--- config.mk ---
export PLATFORM = sky130hd
export DESIGN_NAME = rta_cell
export DESIGN_NICKNAME = d
export VERILOG_FILES = /design/src/rtl/rta_pkg.sv /design/src/rtl/rta_cell.sv
export SDC_FILE = /design/constraint.sdc
export NUM_CORES = 1
export LEC_CHECK = 0
export BUFFER_PORTS_ARGS = -buffer_cell sky130_fd_sc_hd__buf_2
export CAP_MARGIN = 20
export CORE_AREA = 2 2 344 346
export DETAILED_ROUTE_END_ITERATION = 8
export DIE_AREA = 0 0 346 348
export PLACE_DENSITY = 0.3
export SETUP_SLACK_MARGIN = 0.15
export SYNTH_ARGS = -nofsm -noshare
export SYNTH_HDL_FRONTEND = slang
export SYNTH_SLANG_ARGS = --single-unit
export TNS_END_PERCENT = 10
--- constraint.sdc ---
create_clock -name clk -period 5.76 [get_ports clk]
set_input_delay 1.152 -clock clk [delete_from_list [all_inputs] [get_ports clk]]
set_output_delay 1.152 -clock clk [all_outputs]
set_load 0.005 [all_outputs]
--- src/rtl/rta_pkg.sv ---
`timescale 1ns / 1ps
`default_nettype none
// ----------------------------------------------------------------------------
// Range table allocator package
// Shared types, codes and sizing constants for the range table cells,
// the remainder unit and the top level.
// ----------------------------------------------------------------------------
package rta_pkg;

  localparam int TABLE_DEPTH_DEF = 32;
  localparam int OWNER_BITS_DEF  = 16;
  localparam int ADDR_W          = 64;
  localparam int TAG_W           = 32;
  localparam int ATTR_W          = 8;
  localparam int OWNER_PORT_W    = 16;

  typedef enum logic [2:0] {
    FN_ADD       = 3'd0,
    FN_DEL_EXACT = 3'd1,
    FN_DEL_OWNER = 3'd2,
    FN_FIND      = 3'd3,
    FN_AVAIL     = 3'd4,
    FN_CLEAR     = 3'd5,
    FN_READ      = 3'd6
  } func_t;

  typedef enum logic [2:0] {
    ST_OK        = 3'd0,
    ST_INVALID   = 3'd1,
    ST_FULL      = 3'd2,
    ST_NOT_FOUND = 3'd3,
    ST_NO_MORE   = 3'd4
  } status_t;

  typedef enum logic [1:0] {
    CELL_HOLD,
    CELL_LOAD,
    CELL_FROM_LOW,
    CELL_FROM_HIGH
  } cell_cmd_t;

  typedef enum logic [2:0] {
    S_IDLE,
    S_EXEC,
    S_DELOWN,
    S_FCHK,
    S_FDIV,
    S_RESP
  } state_t;

  // One table entry without its owner tag (owner width is a parameter)
  typedef struct packed {
    logic [ADDR_W-1:0] rng_start;
    logic [ADDR_W-1:0] rng_end;
    logic [ATTR_W-1:0] attr;
    logic              shared;
    logic [TAG_W-1:0]  user;
  } entry_t;

  // Compare results a cell reports against the current request
  typedef struct packed {
    logic gt_end;
    logic exact;
    logic owner_hit;
    logic overlap;
  } cell_flags_t;

endpackage
`default_nettype wire

--- src/rtl/rta_cell.sv ---
`timescale 1ns / 1ps
`default_nettype none
// ----------------------------------------------------------------------------
// Range table cell
// Holds one table entry, shifts to or from its neighbors and compares
// the entry against the current request.
// ----------------------------------------------------------------------------
module rta_cell #(
  parameter int OWNER_BITS = rta_pkg::OWNER_BITS_DEF
) (
  input  wire                           clk,
  input  rta_pkg::cell_cmd_t            cmd,
  input  rta_pkg::entry_t               new_entry,
  input  wire [OWNER_BITS-1:0]          new_owner,
  input  rta_pkg::entry_t               low_entry,
  input  wire [OWNER_BITS-1:0]          low_owner,
  input  rta_pkg::entry_t               high_entry,
  input  wire [OWNER_BITS-1:0]          high_owner,
  input  wire [rta_pkg::ADDR_W-1:0]     req_start,
  input  wire [rta_pkg::ADDR_W-1:0]     req_end,
  input  wire [OWNER_BITS-1:0]          req_owner,
  output rta_pkg::entry_t               entry,
  output logic [OWNER_BITS-1:0]         owner,
  output rta_pkg::cell_flags_t          flags
);
  import rta_pkg::*;

  entry_t                entry_r;
  logic [OWNER_BITS-1:0] owner_r;

  // Load, shift or hold the entry
  always_ff @(posedge clk) begin
    case (cmd)
      CELL_LOAD: begin
        entry_r <= new_entry;
        owner_r <= new_owner;
      end
      CELL_FROM_LOW: begin
        entry_r <= low_entry;
        owner_r <= low_owner;
      end
      CELL_FROM_HIGH: begin
        entry_r <= high_entry;
        owner_r <= high_owner;
      end
      default: begin
        entry_r <= entry_r;
        owner_r <= owner_r;
      end
    endcase
  end

  // Compare against the request
  always_comb begin
    flags.gt_end    = entry_r.rng_start > req_end;
    flags.owner_hit = owner_r == req_owner;
    flags.exact     = (entry_r.rng_start == req_start) && (entry_r.rng_end == req_end) &&
                      (owner_r == req_owner);
    flags.overlap   = !(((entry_r.rng_start > req_end) && (entry_r.rng_end > req_end)) ||
                        ((entry_r.rng_start < req_start) && (entry_r.rng_end < req_start)));
  end

  assign entry = entry_r;
  assign owner = owner_r;

endmodule
`default_nettype wire

# After elaboration in Yosys (flattened, before gate mapping)
# Cells that the tools add are included.
# Widths: inputs -> output; s select.
# word_totals
elab_cells	25
ff_bits	185
out_inout_bits	189
in_bits	702
# classes
reduce_logical	7
muxes	2
n_lt_le_gt_ge	4
eq_ne	6
# ops
op	n
$pmux 169 s3	1
$eq 64x64->1	2
$gt 64x64->1	2
$lt 64x64->1	2
$pmux 16 s3	1
$eq 16x16->1	1
$eq 2x2->1 const B	2
$logic_and 1x1->1	4
$reduce_bool 3->1	1
$eq 2x1->1 const B	1
$logic_not 1->1	1
$logic_or 1x1->1	1

# Logic depth before layout (Yosys ltp)
# Gate-level depths: netlist of run 1.
# depth
word_depth	4
depth_mapped	9
ltp_nobuf	9

# Worst setup path after synthesis of run 1
# Ideal clock, no wire load.
# synth_timing
path_type	input to register
startpoint	input port cmd[0]
endpoint	register entry_r, in the netlist entry[0] (enable)
path_slack_ns	0.967
path_stages	4
arrival_time_ns	4.325
n_path_buf	3
required_ns	5.292
setup_time_ns	0.468
cell_sequence	clkbuf_1 > clkbuf_1 > buf_2 > or2_2
# synth_between
elab_chain_cells	2
elab_cells_between_ends	4
cone_classes	3 x eq/ne; 1 x reduce/logical
# synth_rtl
element	line	source
from (decl)	rta_cell.sv:12	input rta_pkg::cell_cmd_t cmd,
$eq 2x2->1 / $eq 2x1->1 (equally long branches)	rta_cell.sv:33	case (cmd)
$reduce_bool 3->1 (no line) (*)	n/a	
to (signal assigned)	rta_cell.sv:35	entry_r <= new_entry;
to (signal assigned)	rta_cell.sv:39	entry_r <= low_entry;
to (signal assigned)	rta_cell.sv:43	entry_r <= high_entry;
to (decl)	rta_cell.sv:28	entry_t entry_r;
# Every way passes the cells marked *; elsewhere a longest branch is shown, timed or not.
# A chain may end at the register's enable or synchronous reset.

==> results.md, run 1 <==
* Status: finished clean
* Setup-failing EPs final at 0
* Wire length per cell at 20.83 um
* Worst Path Required at 4.61 ns
* Fin cells at 4015
* Worst setup margin at 0.5518 ns
* Area of the multi-input gates at 9144 um^2
* Fraction of the mapped netlist area in simple logic gates at 11.45%
* Share of cells above drive strength 1 at 38.56%
* Root Buffer: clkbuf_16
* Area delta synth->final at 45.54%
* Ranking of synthesized cells by area: edfxtp_1, ha_1, mux2i_1
* CTS Hold Bufs at 0
* Prevailing post-synth register cell: edfxtp_1
* Worst vdd ir at 252.0 uV
* XOR/XNOR share of the synthesized area at 0.9083%
* Mux cell area share after synthesis at 12.00%
* Yosys top cell by area: edfxtp_1
* Slew Limit Headroom at 20.32%
* CP peak stage delay at 0.70 ns
* Compound-cell area share of the yosys netlist at 14.12%
* Cells after Synth at 1594
* Depth of the CTS H-tree at 4
* # fillers at 13310
* DRC viols at 0
* Met2 usage at 25.26%
* Setup TNS Final at 0 ns
* Met1 usage at 15.41%
* Min Clock Period, post-route at 5.208 ns
* Place WS at 0.2040 ns
* Die Area at 120400 um^2
* Chip Height at 348 um
* Crit-path cells: buf_2, inv_1, ha_1, a21oi_1, o21ai_0, a221oi_1, o32ai_1, nor4_1, o221ai_1, and2_1, buf_2
* Fin. Hold Viols at 0
* Via/cell ratio at 3.773
* Max cap viols at 0
* Overall Global Routing Usage at 13.57%
* Clk buf depth at 2
* Register area at 5555 um^2
* Total Wirelength at 83630 um
* Final slew viol count at 0
* Worst-path clk slew at 0.09 ns
* Post-route ant nets at 0
* Final period util at 90.42%
* Synth warn at 0
* Initial antenna violation count at 20
* Synth Cell Area at 15430 um^2
* Gpl congestion at 0.7886
* Critical path class: in2out
* Initial DRC count at 519
* PortBufs at 890
* GRT Residual Overflow at 0
* Slew @ Worst Pin at 1.185 ns
* Sequential-to-total area share from yosys stat at 36.01%
* Slowest cell on crit path: a221oi_1
* Number of synthesized flops with an enable pin at 185
* Most common library cells after synthesis: a21oi_1, ha_1, nor2_1
* Mean post-synth cell area at 9.679 um^2
* Final nets at 3418
* DP HPWL at 73440 um
* Core area at 117000 um^2
* GRT busiest layer: met2
* IO Pins at 891
* Pre-Repair DR Iteration Count at 5
* Die Width at 346 um
* Post-CTS setup buffer count at 0
* Most used cell, CP: buf_2
* Netlist cell types at 53
* Worst setup SP type: input pin
* First-pass GRT wire length at 115300 um
* Pleak at 10.99 nW
* Most frequent cell after synthesis: a21oi_1
* CTS tree: done
* Rows at 126
* Power per cell area at 211.0 nW/um^2
* Vias in the first global route at 16070
* Largest net degree at the start of global routing at 162
* Worst Path Max Fanout at 2
* CTS resizes at 0
* Endpoint class of the critical path: output pin
* Worst endpoint data arrival time at 4.06 ns
* Post-Synth Adder-Cell Area at 20.68%
* Via count at 15150
* Syn Nets at 2551
* Largest family of logic cells by synthesized area: adder cells
* Placed Cells incl. Taps at 3978
* Clock sinks at 185
* Post-synth ARST share at 0%
* Clock buffer count from CTS at 17
* Tightest Hold Check Type: in2reg
* Synth top area share at 36.01%
* M3 GR Usage at 3.070%
* Fmax at 192.0 MHz
* RSZ-0062 raised after global routing: false
* Synthesized flop and latch total at 185
* Initial core utilization at 13.19%
## routing by layer
layer	share of wire (%)	routed length (um)
met5	0.060	50
met4	1.9	1549
met3	4.9	4094
met2	53	44060
met1	41	33870
## worst max-delay path, delay by kind of cell
kind                     cells  cell delay, ns
AO/OA/AOI/OAI                5            1.50
adder cells (fa/ha/maj)      1            0.30
buffers and inverters        3            0.53
AND/OR/NAND/NOR              2            0.58
## metrics by stage
| stage | power [mW] | instance area [um^2] | hold slack, ns | utilization [%] |
|---|---|---|---|---|
| after global routing | 5.094 | 22450 | 0.9193 | 19.19 |
| after detailed placement | 3.456 | 21810 | 1.475 | 18.65 |
| final | 4.739 | 22450 | 0.9426 | 19.20 |
| after floorplan | 2.543 | 15430 | 1.378 | - |
| after global placement | 3.476 | 21810 | 1.476 | 18.64 |
| after CTS | 4.899 | 22440 | 0.8848 | 19.18 |
## sequential cells by signal, summed over array words and instances (netlist names)
name,cells
owner,16
entry,169
## power breakdown
part           switching [mW]  internal, mW  total (mW)
clock                   0.704         0.668        1.37
sequential              0.218          1.68        1.89
combinational           0.796         0.676        1.47
total                    1.72          3.02        4.74
## layout make-up
cell class	count	area share, %
diodes	5	0.05572
flip-flops and latches	185	24.74
repair buffers	910	20.92
well taps	1536	8.559
clock inverters	15	0.9027
clock buffers	17	1.895
multi-input cells	1215	40.72
inverters	132	2.207
## layout by cell type (no fill, tap or decap), types with 16 or more instances in the layout
cell,netlist,layout
nand3_1,25,25
clkbuf_16,0,17
inv_1,132,132
o21ai_0,27,27
mux2i_1,185,185
edfxtp_1,185,185
buf_2,14,889
nand4_1,48,48
nand2_1,47,47
nor2_1,202,202
xnor2_1,16,16
ha_1,255,255
a21o_1,25,25
a21oi_1,270,270
## path summary, 6_finish.rpt
kind / startpoint / endpoint / slack [ns] / depth (start not counted)
max: req_end[19] / flags[3] / 0.55 / 11
min: new_entry[16] / entry[16] / 0.94 / 3
## kinds of logic (layout without fill, tap and decap cells)
kind of cell | after synthesis | count (layout)
buf+inv | 194 | 1074
mux | 185 | 185
flops | 185 | 185
other cells | 0 | 5
xor+xnor | 16 | 16
simple gates | 377 | 377
compound gates | 382 | 382
fa+ha+maj | 255 | 255
Power figures use the tool's default switching activity.
==> run 2, diff against run 1 <==
--- a/config.mk
+++ b/config.mk
@@ -11,6 +11,7 @@
 export DETAILED_ROUTE_END_ITERATION = 8
 export DIE_AREA = 0 0 346 348
 export PLACE_DENSITY = 0.3
+export RECOVER_POWER = 50
 export SETUP_SLACK_MARGIN = 0.15
 export SYNTH_ARGS = -nofsm -noshare
 export SYNTH_HDL_FRONTEND = slang
==> results.md, run 2 (synthesized netlist as in run 1, its figures left out) <==
* GRT Residual Overflow at 0 (unchanged)
* Status: finished, violations left (was finished clean)
* Chip Height at 348 um (unchanged)
* Final core area utilization at 19.10% (was 19.20%)
* RSZ-0062 raised after global routing: false (unchanged)
* Clock power share at 29.1% (was 28.9%)
* Met2 usage at 25.26% (unchanged)
* Commonest non-fill, non-tap cell in the layout: buf_2 (unchanged)
* Worst setup SP type: input pin (unchanged)
* Clock buffer count from CTS at 17 (unchanged)
* Area delta synth->final at 44.81% (was 45.54%)
* P_int at 3.007 mW (was 3.020 mW)
* Setup TNS Final at 0 ns (unchanged)
* First-pass GRT wire length at 115300 um (unchanged)
* Largest net degree at the start of global routing at 162 (unchanged)
* Worst endpoint data arrival time at 4.04 ns (was 4.06 ns)
* Failing checks: max-capacitance violations, max-slew violations
* Initial antenna violation count at 20 (unchanged)
* Wire length per cell at 20.83 um (about the same)
* Placed Cells incl. Taps at 3978 (unchanged)
* Gpl congestion at 0.7886 (unchanged)
* Depth of the CTS H-tree at 4 (unchanged)
* Setup-failing EPs final at 0 (unchanged)
* Power per cell area at 211.9 nW/um^2 (was 211.0 nW/um^2)
* Tightest Hold Check Type: in2reg (unchanged)
* Root Buffer: clkbuf_16 (unchanged)
* DP HPWL at 73440 um (unchanged)
* Die Width at 346 um (unchanged)
* Worst setup margin at 0.5644 ns (was 0.5518 ns)
* Largest register FFs at 169 (unchanged)
* Worst Path Required at 4.61 ns (about the same)
* Final nets at 3418 (unchanged)
* Initial core utilization at 13.19% (unchanged)
* Worst Path Max Fanout at 2 (unchanged)
* Fin cells at 4016 (was 4015)
* Overall Global Routing Usage at 13.57% (unchanged)
* Critical path class: in2out (unchanged)
* Slew @ Worst Pin at 3.414 ns (was 1.185 ns)
* Final period util at 90.20% (was 90.42%)
* Vias in the first global route at 16070 (unchanged)
* Min Clock Period, post-route at 5.196 ns (was 5.208 ns)
* Via/cell ratio at 3.779 (was 3.773)
* Via count at 15180 (was 15150)
* Logic gate share of total power at 30.8% (was 31.1%)
* Met1 usage at 15.41% (unchanged)
* Final hold slack at 0.9461 ns (was 0.9426 ns)
* Rows at 126 (unchanged)
* Place WS at 0.2040 ns (unchanged)
* Pleak at 10.77 nW (was 10.99 nW)
* CTS Hold Bufs at 0 (unchanged)
* Finished Cell Area at 22340 um^2 (was 22450 um^2)
* IO Pins at 891 (unchanged)
* Net Sw Power at 1.727 mW (was 1.718 mW)
* Cell Area, Placed at 21810 um^2 (unchanged)
* Initial DRC count at 517 (was 519)
* Worst vdd ir at 252.1 uV (was 252.0 uV)
* Post-CTS setup buffer count at 0 (unchanged)
* CTS resizes at 0 (unchanged)
* PortBufs at 890 (unchanged)
* Share of cells above drive strength 1 at 35.25% (was 38.56%)
* Total Wirelength at 83670 um (was 83630 um)
* Clk buf depth at 2 (unchanged)
* Fin. Hold Viols at 0 (unchanged)
* Slew Limit Headroom at -127.6% (was 20.32%)
* Total Power at 4.733 mW (was 4.739 mW)
* Pre-Repair DR Iteration Count at 8 (was 5)
* Post-route ant nets at 0 (unchanged)
* Flop pwr share at 40.1% (was 40.0%)
* Worst-path clk slew at 0.09 ns (about the same)
* Commonest non-fill, non-tap cells in the layout: buf_2, a21oi_1, ha_1 (unchanged)
* GRT busiest layer: met2 (unchanged)
* Switch share at 36.48% (was 36.26%)
* Die Area at 120400 um^2 (unchanged)
* Core area at 117000 um^2 (unchanged)
* Clock sinks at 185 (unchanged)
* Fmax at 192.5 MHz (was 192.0 MHz)
* CTS tree: done (unchanged)
* DRC viols at 0 (unchanged)
* M3 GR Usage at 3.070% (unchanged)
* Final slew viol count at 41 (was 0)
* Endpoint class of the critical path: output pin (unchanged)
* Max cap viols at 1 (was 0)
## run 2: layout make-up
| class | count | area (um^2) |
|---|---|---|
| Fill cell | 13350 | 94640 |
| Multi-Input combinational cell | 1215 | 9141 |
| Sequential cell | 185 | 5555 |
| Timing Repair Buffer | 910 | 4584 |
| Tap cell | 1536 | 1922 |
| Inverter | 132 | 495.5 |
| Clock buffer | 17 | 425.4 |
| Clock inverter | 15 | 202.7 |
| Antenna cell | 6 | 15.01 |
## run 2: worst paths after layout
check                          from   endpoint  slack [ns]  cells after the start
worst max-delay path    req_end[19]   flags[3]        0.56                     11
worst min-delay path  new_entry[16]  entry[16]        0.95                      3
## run 2: critical path, stage by stage
cell and delay (ns):
buf_2 0.10, inv_1 0.22, ha_1 0.30, a21oi_1 0.15, o21ai_0 0.18, a221oi_1 0.70
o32ai_1 0.24, nor4_1 0.32, o221ai_1 0.22, and2_1 0.25, buf_2 0.21
## run 2: routing by layer
| layer | wire length, um | up-vias | share of wire [%] |
|---|---|---|---|
| li1 | - | 7683 | - |
| met1 | 33570 | 6903 | 40 |
| met2 | 44050 | 525 | 53 |
| met3 | 4363 | 57 | 5.2 |
| met4 | 1629 | 8 | 1.9 |
| met5 | 50 | - | 0.060 |
## run 2: power groups by stage
stage / clock (mW) / combinational (mW) / sequential (mW)
after floorplan: 0 / 0.722 / 1.82
after global placement: 0 / 1.53 / 1.94
after detailed placement: 0 / 1.51 / 1.94
after CTS: 1.46 / 1.52 / 1.92
after global routing: 1.48 / 1.67 / 1.93
final: 1.38 / 1.46 / 1.90
