$ cat src/rtl/rta_pkg.sv
`timescale 1ns / 1ps
`default_nettype none
// ----------------------------------------------------------------------------
// Range table allocator package
// Shared types, codes and sizing constants for the range table cells,
// the remainder unit and the top level.
// ----------------------------------------------------------------------------
package rta_pkg;

  localparam int TABLE_DEPTH_DEF = 32;
  localparam int OWNER_BITS_DEF  = 16;
  localparam int ADDR_W          = 64;
  localparam int TAG_W           = 32;
  localparam int ATTR_W          = 8;
  localparam int OWNER_PORT_W    = 16;

  typedef enum logic [2:0] {
    FN_ADD       = 3'd0,
    FN_DEL_EXACT = 3'd1,
    FN_DEL_OWNER = 3'd2,
    FN_FIND      = 3'd3,
    FN_AVAIL     = 3'd4,
    FN_CLEAR     = 3'd5,
    FN_READ      = 3'd6
  } func_t;

  typedef enum logic [2:0] {
    ST_OK        = 3'd0,
    ST_INVALID   = 3'd1,
    ST_FULL      = 3'd2,
    ST_NOT_FOUND = 3'd3,
    ST_NO_MORE   = 3'd4
  } status_t;

  typedef enum logic [1:0] {
    CELL_HOLD,
    CELL_LOAD,
    CELL_FROM_LOW,
    CELL_FROM_HIGH
  } cell_cmd_t;

  typedef enum logic [2:0] {
    S_IDLE,
    S_EXEC,
    S_DELOWN,
    S_FCHK,
    S_FDIV,
    S_RESP
  } state_t;

  // One table entry without its owner tag (owner width is a parameter)
  typedef struct packed {
    logic [ADDR_W-1:0] rng_start;
    logic [ADDR_W-1:0] rng_end;
    logic [ATTR_W-1:0] attr;
    logic              shared;
    logic [TAG_W-1:0]  user;
  } entry_t;

  // Compare results a cell reports against the current request
  typedef struct packed {
    logic gt_end;
    logic exact;
    logic owner_hit;
    logic overlap;
  } cell_flags_t;

endpackage
`default_nettype wire

$ cat src/rtl/rta_mod.sv
`timescale 1ns / 1ps
`default_nettype none
// ----------------------------------------------------------------------------
// Remainder unit
// Restoring 64-by-32 remainder, one dividend bit per cycle; done is a
// registered pulse set together with the final remainder.
// ----------------------------------------------------------------------------
module rta_mod (
  input  wire                          clk,
  input  wire                          rst_n,
  input  wire                          start,
  input  wire [rta_pkg::ADDR_W-1:0]    dividend,
  input  wire [rta_pkg::TAG_W-1:0]     divisor,
  output logic                         done,
  output logic [rta_pkg::TAG_W-1:0]    rem
);
  import rta_pkg::*;

  localparam int CNT_W = $clog2(ADDR_W);

  logic [ADDR_W-1:0] dvd_r;
  logic [TAG_W-1:0]  dsr_r;
  logic [TAG_W-1:0]  rem_r;
  logic [CNT_W-1:0]  cnt_r;
  logic              run_r;
  logic              done_r;
  logic [TAG_W:0]    trial;
  logic [TAG_W:0]    diff;

  // Shift in one dividend bit and try to subtract
  always_comb begin
    trial = {rem_r, dvd_r[ADDR_W-1]};
    diff  = trial - {1'b0, dsr_r};
  end

  // Control
  always_ff @(posedge clk) begin
    if (!rst_n) begin
      run_r  <= 1'b0;
      done_r <= 1'b0;
      cnt_r  <= '0;
    end else begin
      done_r <= 1'b0;
      if (start) begin
        run_r <= 1'b1;
        cnt_r <= '0;
      end else if (run_r) begin
        cnt_r <= cnt_r + 1'b1;
        if (cnt_r == CNT_W'(ADDR_W - 1)) begin
          run_r  <= 1'b0;
          done_r <= 1'b1;
        end
      end
    end
  end

  // Datapath
  always_ff @(posedge clk) begin
    if (start) begin
      dvd_r <= dividend;
      dsr_r <= divisor;
      rem_r <= '0;
    end else if (run_r) begin
      dvd_r <= {dvd_r[ADDR_W-2:0], 1'b0};
      rem_r <= diff[TAG_W] ? trial[TAG_W-1:0] : diff[TAG_W-1:0];
    end
  end

  assign done = done_r;
  assign rem  = rem_r;

endmodule
`default_nettype wire

$ cat config.mk
export PLATFORM = sky130hd
export DESIGN_NAME = rta_mod
export DESIGN_NICKNAME = d
export VERILOG_FILES = /design/src/rtl/rta_pkg.sv /design/src/rtl/rta_mod.sv
export SDC_FILE = /design/constraint.sdc
export NUM_CORES = 1
export LEC_CHECK = 0
export BUFFER_PORTS_ARGS = -buffer_cell sky130_fd_sc_hd__buf_2
export CAP_MARGIN = 40
export CORE_ASPECT_RATIO = 1.1
export CORE_MARGIN = 4
export CORE_UTILIZATION = 61
export CTS_CLUSTER_SIZE = 25
export DETAILED_ROUTE_END_ITERATION = 10
export HOLD_SLACK_MARGIN = 0.08
export PLACE_DENSITY = 0.95
export SLEW_MARGIN = 0
export SYNTH_ARGS = -nofsm -noshare
export SYNTH_HDL_FRONTEND = slang
export SYNTH_SLANG_ARGS = --single-unit
$ cat constraint.sdc
create_clock -name clk -period 6.9 [get_ports clk]
set_clock_uncertainty 0.05 [all_clocks]
set_input_delay 1.38 -clock clk [delete_from_list [all_inputs] [get_ports clk]]
set_output_delay 1.38 -clock clk [all_outputs]
set_load 0.005 [all_outputs]
Yosys cells after proc, flatten, opt, wreduce, memory -nomap -nowiden
Index checks and enable logic that the tools add are counted.
{"block": "totals", "inputBits": 99, "out_inout_bits": 33, "elab_cells": 21, "reg_bits": 136}
{"block": "op_classes", "reduce_logical": 3, "bitwise": 2, "eq_ne": 1, "add_sub_neg": 2, "mux": 7}
{"cell": "two-way mux 64 bit", "count": 2}
{"cell": "subtractor 33 x 32 -> 33 bit", "count": 1}
{"cell": "two-way mux 32 bit", "count": 1}
{"cell": "adder 6 x 1 -> 6 bit (second input constant)", "count": 1}
{"cell": "equality test 6 bit (second input constant)", "count": 1}
{"cell": "two-way mux 1 bit", "count": 4}
{"cell": "OR reduction 3 bit", "count": 1}
{"cell": "NOT 1 bit", "count": 2}
{"cell": "nonzero test 2 bit", "count": 1}
{"cell": "OR reduction 2 bit", "count": 1}

Depth between registers and ports, before layout
Gate-level depths: netlist of the first run.
{"block": "depth", "ltp_word": 4, "depth_mapped": 13, "mapped_depth_nobuf": 11}

Worst setup path before layout of the first run
OpenSTA, ideal clock, no wires.
{"block": "synth_path", "path_type": "in2reg", "start": "input port start", "end": "register dvd_r[0], enable pin", "n_path_buf": 1, "slack_ps": 3559, "setup_ps": 418, "required_time_ps": 6432, "cell_stages": 3, "arrival_ps": 2873, "path_cell_list": "nor2_1 -> clkbuf_1 -> inv_1"}
{"block": "synth_via", "elab_chain_len": 1}
{"element": "from (decl)", "line_no": "rta_mod.sv:11", "text": "input wire start,"}
{"element": "nonzero test 2 bit (no source line)"}
{"element": "to (signal assigned)", "line_no": "rta_mod.sv:60", "text": "dvd_r <= dividend;"}
{"element": "to (signal assigned)", "line_no": "rta_mod.sv:64", "text": "dvd_r <= {dvd_r[ADDR_W-2:0], 1'b0};"}
{"element": "to (decl)", "line_no": "rta_mod.sv:21", "text": "logic [ADDR_W-1:0] dvd_r;"}
No other way between the ends.
A chain may end at the register's enable or synchronous reset.

Final worst setup path of the first run
{"block": "layout_path", "start": "register dvd_r[63]", "end": "register rem_r[26] (netlist: rem[26])"}
{"block": "layout_via", "elab_chain_len": 2}
{"element": "subtractor 33 x 32 -> 33 bit", "line_no": "rta_mod.sv:33", "text": "diff = trial - {1'b0, dsr_r};"}
{"element": "two-way mux 32 bit", "line_no": "rta_mod.sv:65", "text": "rem_r <= diff[TAG_W] ? trial[TAG_W-1:0] : diff[TAG_W-1:0];"}
{"element": "to (signal assigned)", "line_no": "rta_mod.sv:65"}
{"element": "to (decl)", "line_no": "rta_mod.sv:23", "text": "logic [TAG_W-1:0] rem_r;"}
No other way between the ends.

==> results of run 1 <==
==> state kept, by name, indices dropped and copies added (netlist names) <==
signal and flops:
dsr_r 32, rem 32, dvd_r 64, cnt_r 6, run_r 1, done 1
==> metrics by stage <==
| step | cells | hold WS (ps) | instance area [um2] | setup slack (ps) |
|---|---|---|---|---|
| global placement | 930 | 422 | 8190 | 3450 |
| detailed placement | 932 | 434 | 8240 | 3410 |
| global route | 964 | 487 | 8830 | 3220 |
| floorplan | 673 | 404 | 7450 | 3560 |
| CTS | 964 | 458 | 8830 | 3450 |
| finish | 964 | 466 | 8830 | 3470 |
==> critical path, stage by stage, from the launching register on <==
cell,delay [ps]
edfxtp_1,340
inv_1,50
ha_1,210
fa_1,390
nand2b_1,190
a21oi_1,220
o21ai_2,120
a211oi_2,230
nor2_1,100
o311a_2,630
buf_16,250
or4_1,500
nand3_1,80
==> how the worst min path moves through the flow <==
| stage | startpoint | endpoint | slack (ps) | cells past startpoint |
|---|---|---|---|---|
| 6_report | rem[0]$_SDFFE_PP0P_ | rem[0]$_SDFFE_PP0P_ | 470 | 2 |
| 5_1_grt | rem[1]$_SDFFE_PP0P_ | rem[1]$_SDFFE_PP0P_ | 490 | 2 |
| 4_1_cts | rem[1]$_SDFFE_PP0P_ | rem[1]$_SDFFE_PP0P_ | 460 | 2 |
| 3_5_place_dp | cnt_r[5]$_SDFFE_PP0P_ | cnt_r[5]$_SDFFE_PP0P_ | 430 | 2 |
| 3_3_place_gp | cnt_r[5]$_SDFFE_PP0P_ | cnt_r[5]$_SDFFE_PP0P_ | 420 | 2 |
| 2_1_floorplan | cnt_r[5]$_SDFFE_PP0P_ | cnt_r[5]$_SDFFE_PP0P_ | 400 | 2 |
==> cell type report <==
cell class	count	area [um2]	share of cell area, %
Clock buffer	17	425	4.82
Clock inverter	15	166	1.88
Inverter	42	158	1.78
Multi-Input combinational cell	465	3480	39.4
Sequential cell	136	3680	41.7
Tap cell	154	193	2.18
Timing Repair Buffer	135	728	8.24
==> metal layers <==
layer  vias to the layer above  part of all wire, %  track usage (%)
li1                       2756                    -                -
met1                      2670                   39             27.4
met5                         -                    0                0
met2                       224                   50             43.0
met4                         0                  2.0             7.29
met3                        35                  8.5             8.99
==> cells in the final DEF (no fill, tap or decap), types with 10 or more instances in the layout <==
cell type  netlist  routed
buf_2            7     130
nand3_1         17      17
a21oi_1         35      35
edfxtp_1        96      96
xnor2_1         19      19
o21ai_0         20      20
mux2_2          65      65
inv_1           42      41
xor2_1          10      10
nor2_1          44      44
dfxtp_1         40      39
mux2i_1         24      24
nand2_1         45      45
a21o_1          21      21
clkbuf_16        0      17
ha_1            33      33
a211oi_1        18      18
==> kinds of logic after synthesis <==
group                      count (synthesis)  share of synthesized area (%)
muxes                                     89                           13.0
xor gates and xnor gates                  29                           3.41
AOI/OAI and AO/OA                        148                           13.4
DFF                                      136                           49.4
adders and majority gates                 34                           5.81
buffers and inverters                     72                           3.94
and+or+nand+nor                          165                           10.9
==> power breakdown <==
group	internal [mW]	total, mW	switching, mW
registers	0.956	0.991	0.0348
clock network	0.538	0.904	0.366
logic	0.184	0.404	0.220
==> out/metrics.yaml, run 1 <==
place:
  gp_congestion: 0.906
  portBuffers: 131
  dp_hpwl_um: 11900
floorplanning:
  die_w_um: 113
  die-area_um2: 14100
  fp.dieH_um: 124
  initial_core_util_pct: 62.2
  rows: 42
  io_pins: 132
  core_um2: 12000
logic_synthesis:
  avgSynthCellArea_um2: 11.1
  synth_top_area_cell: "edfxtp_1"
  synth.area.top_cells: "edfxtp_1 39%, dfxtp_1 11%, mux2_2 9.8%, ha_1 5.5%, mux2i_1 3.2%"
  synth_top_cell_area_share_pct: 38.7
  synthTopCellsByCount: "96 x edfxtp_1, 65 x mux2_2, 45 x nand2_1"
  syn_nets: 806
  synthesis.instances: 673
  synth-seq-cells: 136
  ys.warnings.count: 0
  synthArstFlopShare_pct: 0
  synth.distinct_cells: 65
  ys.flop_type: "edfxtp_1"
  ys_seq_area_share_pct: 49.4
  syn_area_um2: 7450
  yosysMostFrequentCell: "edfxtp_1"
  synth_edf_count: 96
cts:
  clock_sinks: 136
  clk_pin_slew_worst_paths_ps: 70
  cts_made_buffers: 17
  insertion_delay_ps: 430
  cts_setup_buffers: 0
  cts_root_buf: "clkbuf_16"
  holdBufCountCts: 0
  cts_tree: "built"
  clockBufferDepth: 2
  cts_resized: 0
  h-tree-depth: 4
critical_path:
  worstPathRequired_ps: 7220
  r2r-start: "dvd_r[63]$_DFFE_PP_"
  endpoint: "rem[26]$_SDFFE_PP0P_"
  crit_start: "dvd_r[63]$_DFFE_PP_"
  crit_arrival_ps: 3750
  r2r_slack_ps: 3470
  reg2reg_to: "rem[26]$_SDFFE_PP0P_"
  reg2reg_depth: 12
  startpoint_type: "flop"
  crit_fanout: 23
  crit_path_end_kind: "flop"
  path_class: "flop to flop"
finish:
  fillers: 820
  syn_to_final_growth_pct: 18.5
  diodes: 0
  utilization_pct: 73.7
  final_nets: 930
  drive_gt1_share_pct: 30.2
power:
  design_power_total_mw: 2.30
  p_leak_nw: 3.90
  pwr_density_cell_nw_per_um2: 260
  vdd_drop_max_mv: 0.238
detailed_routing:
  wl_per_cell_um: 17.4
  antenna_left: 0
  routed_via_density: 5.90
  drt_iter0_drc: 382
  finalWirelength_um: 16700
  first_pass_iters: 5
  vias: 5685
  drc_errors: 0
timing:
  hold_violations: 0
  slew_headroom_pct: 43.6
  tns_ps: 0
  grt_setup_unrepaired: "false"
  worst_pin_slew_ps: 846
  fin_crit_ps: 3430
  period_share_pct: 49.7
  fmax_mhz: 292
  slew_violations: 0
  setup_viol: 0
global_routing:
  grt_max_degree: 73
  grt-ovfl-total: 0
  grt_pass1_vias: 5545
  grt_pass1_wl_um: 26800
  grt.total_usage_pct: 24.2
  grt_antenna_before_repair: 0
job:
  maxCapViolations: 0
worst_hold_path:
  hold_path.class: "flop to flop"
outcome:
  status: "finished clean"
(Power assumes the default switching activity.)
==> inputs of run 2 (changes only) <==
Settings changed: CORE_UTILIZATION 61 to 57, PLACE_DENSITY 0.95 to 0.93.
Clock period 6.9 ns to 3.2 ns, I/O delays scaled along.
==> run 2 against run 1 <==
  * Via count rose by 1.9%
  * Fmax rose by 13%
  * Cell area is 1.1% higher
  * Clock power up 110%
  * Global-route usage fell by 0.74 points
  * Largest cell class unchanged
  * Largest power group unchanged
  * Wire length increased by 2.5%
  * Critical path type unchanged
  * Critical endpoint is now rem[18]$_SDFFE_PP0P_
  * Sequential share of layout area is 0.47 points lower
==> out/metrics.yaml, run 2 (synthesis gave the netlist of run 1 again) <==
timing:
  slew_violations: 0
  fmax_mhz: 328
  fin_crit_ps: 3040
  fin_ws_ps: 155
  hold_violations: 0
  worst_pin_slew_ps: 604
  period_share_pct: 95.1
  hold_ws_ps: 341
  tns_ps: 0
  setup_viol: 0
  slew_headroom_pct: 59.8
finish:
  final_nets: 943
  top_register: "dvd_r"
  largest_register_ffs: 64
  drive_gt1_share_pct: 31.5
  mostFrequentLayoutCell: "buf_2"
  syn_to_final_growth_pct: 19.9
  seqCellArea_um2: 3680
  multi_input_comb_area_um2: 3500
  final_cell_mix: "130 x buf_2, 96 x edfxtp_1, 65 x mux2_2"
  diodes: 0
  fillers: 949
cts:
  holdBufCountCts: 0
  cts_root_buf: "clkbuf_16"
  clockBufferDepth: 2
  cts_setup_buffers: 0
  cts_tree: "built"
  h-tree-depth: 4
  insertion_delay_ps: 420
  clock_sinks: 136
  clk_pin_slew_worst_paths_ps: 60
  cts_made_buffers: 17
critical_path:
  slowest_stage: "o311a_4"
  crit_path_end_kind: "flop"
  slowest_delay_ps: 410
  reg2reg_depth: 12
  reg2reg_to: "rem[18]$_SDFFE_PP0P_"
  critical_path_depth: 12
  crit_arrival_ps: 3310
  path_class: "flop to flop"
  crit_fanout: 13
  worstPathRequired_ps: 3460
  critPathTopFamily: "compound AO/OA/AOI/OAI gates"
  r2r_slack_ps: 160
  crit_start: "dvd_r[63]$_DFFE_PP_"
  cp_num_buf_inv: 2
  r2r-start: "dvd_r[63]$_DFFE_PP_"
  startpoint_type: "flop"
  endpoint: "rem[18]$_SDFFE_PP0P_"
  crit_chain: "inv_1, ha_1, fa_1, nand2b_1, a21oi_2, o21ai_2, a211oi_2, nor2_1, o311a_4, buf_4, and3b_1, nor4_1"
power:
  pwr_density_cell_nw_per_um2: 554
  p_int_mw: 3.65
  power_frac_seq_pct: 43.1
  vdd_drop_max_mv: 0.399
  p_sw_share_pct: 26.2
  p_leak_nw: 3.97
  combPwrFrac_pct: 18.1
  p_clk_share_pct: 38.9
  p_switching_mw: 1.30
detailed_routing:
  vias: 5791
  routed_via_density: 5.91
  first_pass_iters: 5
  wl_per_cell_um: 17.5
  finalWirelength_um: 17100
  drt_iter0_drc: 405
  antenna_left: 0
  drc_errors: 0
floorplanning:
  die_w_um: 117
  die-area_um2: 15000
  rows: 43
  initial_core_util_pct: 58.7
  io_pins: 132
  core_um2: 12700
  fp.dieH_um: 128
global_routing:
  grt.total_usage_pct: 23.5
  grt_pass1_wl_um: 27500
  grt_antenna_before_repair: 1
  grt-ovfl-total: 0
  grt_pass1_vias: 5759
  grt_max_degree: 67
place:
  post-place-ws_ps: -9.09
  gp_congestion: 1.03
  portBuffers: 131
  dp_hpwl_um: 12200
outcome:
  status: "finished clean"
worst_hold_path:
  hold_path.class: "input port to flop"
  hold_path_depth: 1
job:
  maxCapViolations: 0
-- run 2: how the worst min path moves through the flow --
stage               slack, ps                    end                   from
global route              320     dsr_r[0]$_DFFE_PP_             divisor[0]
detailed placement        430  cnt_r[5]$_SDFFE_PP0P_  cnt_r[5]$_SDFFE_PP0P_
finish                    340     dsr_r[2]$_DFFE_PP_             divisor[2]
global placement          420  cnt_r[5]$_SDFFE_PP0P_  cnt_r[5]$_SDFFE_PP0P_
CTS                       320     dsr_r[2]$_DFFE_PP_             divisor[2]
floorplan                 400  cnt_r[5]$_SDFFE_PP0P_  cnt_r[5]$_SDFFE_PP0P_
-- run 2: timing repair --
| action | 4_1_cts | 5_1_grt |
|---|---|---|
| gates resized for setup | 1 | 3 |
| cloned | 0 | 0 |
| pin swaps | 0 | 1 |
| setup endpoints to repair | 4 | 22 |
-- run 2: area by class of cell --
cell class,count,share of cell area [%]
clock inverter,12,1.43
clock buffer,20,5.11
timing repair buffer,148,9.07
multi-input combinational,465,39.2
sequential,136,41.2
tap,157,2.20
inverter,42,1.76
-- run 2: per-layer routing --
layer / GRT usage [%] / wire length [um] / up-vias
met5: 0 / 5 / -
met4: 9.78 / 418 / 2
met3: 8.17 / 1520 / 38
met2: 37.7 / 8360 / 230
met1: 28.7 / 6830 / 2750
li1: - / - / 2771
-- run 2: power groups by stage --
| stage | sequential (mW) | clock (mW) | combinational, mW |
|---|---|---|---|
| 5_1_grt | 2.15 | 2.03 | 0.983 |
| 6_report | 2.13 | 1.92 | 0.895 |
| 3_3_place_gp | 2.16 | 0 | 0.852 |
| 4_1_cts | 2.14 | 1.95 | 0.887 |
| 3_5_place_dp | 2.17 | 0 | 0.873 |
| 2_1_floorplan | 2.15 | 0 | 0.623 |
-- run 2: through the flow --
stage | area (um2) | utilization, % | power, mW | cells
finish | 8930 | 70.4 | 4.95 | 980
global route | 8930 | 70.4 | 5.16 | 980
CTS | 8920 | 70.3 | 4.97 | 980
detailed placement | 8330 | 65.6 | 3.04 | 948
global placement | 8330 | 65.6 | 3.02 | 948
floorplan | 7450 | - | 2.77 | 673
==> inputs of run 3 (changes only) <==
Settings changed: CORE_UTILIZATION 57 to 61, PLACE_DENSITY 0.93 to 0.95.
Clock period 3.2 ns to 3.82 ns, I/O delays scaled along.
==> run 3 against run 2 <==
  * Cell count shrank 1.3%
  * Worst setup slack better by 300 ps
  * Global-route usage grew 1.2 points
  * Worst hold slack improved by 110 ps
  * Combinational power shrank 20%
  * Total power down 15%
  * Die area decreased by 6.1%
  * Clock power decreased by 12%
  * Sequential power decreased by 16%
  * Sequential cell count unchanged
  * Via count is 1.1% lower
  * Largest power group unchanged
  * Highest routed layer unchanged
==> out/metrics.yaml, run 3 (synthesis gave the netlist of run 1 again) <==
finish:
  final_cell_mix: "130 x buf_2, 96 x edfxtp_1, 65 x mux2_2"
  final_nets: 933
  mostFrequentLayoutCell: "buf_2"
  top_register: "dvd_r"
  drive_gt1_share_pct: 30.3
  syn_to_final_growth_pct: 18.6
  diodes: 0
  largest_register_ffs: 64
place:
  portBuffers: 131
  post-place-ws_ps: 481
  dp_hpwl_um: 12000
  gp_congestion: 0.940
cts:
  h-tree-depth: 4
  cts_setup_buffers: 0
  cts_made_buffers: 17
  cts_root_buf: "clkbuf_16"
  cts_resized: 0
  clk_pin_slew_worst_paths_ps: 60
  holdBufCountCts: 0
  clockBufferDepth: 2
  clock_sinks: 136
  insertion_delay_ps: 420
  cts_tree: "built"
critical_path:
  crit_path_end_kind: "flop"
  crit_arrival_ps: 3580
  reg2reg_to: "rem[13]$_SDFFE_PP0P_"
  r2r_slack_ps: 460
  crit_chain: "inv_1, ha_1, fa_1, nand2b_1, a21oi_1, o21ai_2, a211oi_2, or3_1, o311a_2, buf_4, mux2i_1, a211oi_1"
  slowest_delay_ps: 590
  worstPathRequired_ps: 4040
  crit_fanout: 28
  slowest_stage: "o311a_2"
  reg2reg_depth: 12
  path_class: "flop to flop"
  r2r-start: "dvd_r[63]$_DFFE_PP_"
  startpoint_type: "flop"
detailed_routing:
  antenna_left: 0
  wl_per_cell_um: 17.4
  drc_errors: 0
  vias: 5730
  first_pass_iters: 5
  met1_length_um: 6590
  met3_length_um: 1480
  wl_met2_um: 8370
  highest_layer: "met5"
  routed_via_density: 5.93
  drt_iter0_drc: 571
  finalWirelength_um: 16900
timing:
  setup_viol: 0
  fmax_mhz: 297
  slew_violations: 0
  grt_setup_unrepaired: "false"
  tns_ps: 0
  slew_headroom_pct: 50.7
  period_share_pct: 88.0
  fin_ws_ps: 459
  worst_pin_slew_ps: 740
  fin_crit_ps: 3360
  hold_violations: 0
power:
  pwr_density_cell_nw_per_um2: 475
  vdd_drop_max_mv: 0.441
  p_leak_nw: 3.93
global_routing:
  grt_pass1_wl_um: 27000
  grt_max_degree: 65
  grt-ovfl-total: 0
  grt.total_usage_pct: 24.6
  grt_pass1_vias: 5591
  grt_antenna_before_repair: 1
worst_hold_path:
  hold_path_depth: 2
  hold_path.class: "flop to flop"
  hold_path_end: "rem[1]$_SDFFE_PP0P_"
  hp-start: "rem[1]$_SDFFE_PP0P_"
floorplanning:
  rows: 42
  io_pins: 132
  initial_core_util_pct: 62.2
  core_um2: 12000
  fp.dieH_um: 124
  die_w_um: 113
  die-area_um2: 14100
job:
  maxCapViolations: 0
outcome:
  status: "finished clean"
==> run 3: changes by cell type in the layout (fill, tap and decap cells not counted), moves of 2 or more <==
cell / before / now
buf_4: 16 / 7
inv_6: 0 / 4
clkinvlp_4: 3 / 0
a21oi_1: 33 / 35
a21oi_2: 3 / 1
clkbuf_8: 2 / 0
==> run 3: how the worst max path moves through the flow <==
| stage | to | cells past startpoint | from |
|---|---|---|---|
| after floorplan | rem[14]$_SDFFE_PP0P_ | 13 | dvd_r[63]$_DFFE_PP_ |
| after global placement | rem[12]$_SDFFE_PP0P_ | 12 | dvd_r[63]$_DFFE_PP_ |
| after detailed placement | rem[10]$_SDFFE_PP0P_ | 12 | dvd_r[63]$_DFFE_PP_ |
| after CTS | rem[10]$_SDFFE_PP0P_ | 12 | dvd_r[63]$_DFFE_PP_ |
| after global routing | rem[8]$_SDFFE_PP0P_ | 12 | dvd_r[63]$_DFFE_PP_ |
| final | rem[13]$_SDFFE_PP0P_ | 12 | dvd_r[63]$_DFFE_PP_ |
==> run 3: per-layer routing <==
layer	vias up	global-route usage, %
met4	2	9.92
met5	-	0
met3	41	8.02
li1	2756	-
met2	257	42.1
met1	2674	28.9
==> run 3: where the power goes <==
part | leakage (nW) | switching, mW | internal [mW]
Clock | 0.298 | 0.652 | 1.04
Combinational | 2.35 | 0.392 | 0.328
Sequential | 1.28 | 0.0633 | 1.73
==> run 3: final cells by class <==
type                            count  area (um2)
Clock inverter                     13         169
Multi-Input combinational cell    465        3480
Timing Repair Buffer              138         723
Fill cell                         831        3140
Tap cell                          154         193
Inverter                           42         158
Sequential cell                   136        3680
Clock buffer                       19         433
==> run 3: critical path: cells and delay by family, from the launching register on <==
| family | cells | cell delay, ps |
|---|---|---|
| AO/OA/AOI/OAI | 5 | 1220 |
| adder cells (fa/ha/maj) | 2 | 610 |
| buffers and inverters | 2 | 420 |
| flip-flops | 1 | 360 |
| multiplexers | 1 | 220 |
| AND/OR/NAND/NOR | 2 | 330 |
==> run 3: stage by stage <==
stage / hold slack, ps / utilization, % / std cells / total power [mW] / cell area [um2]
final: 452 / 73.8 / 967 / 4.20 / 8840
after detailed placement: 423 / 68.7 / 935 / 2.53 / 8240
after CTS: 451 / 73.8 / 967 / 4.21 / 8840
after floorplan: 404 / - / 673 / 2.32 / 7450
after global routing: 450 / 73.8 / 967 / 4.36 / 8840
after global placement: 421 / 68.7 / 935 / 2.50 / 8240
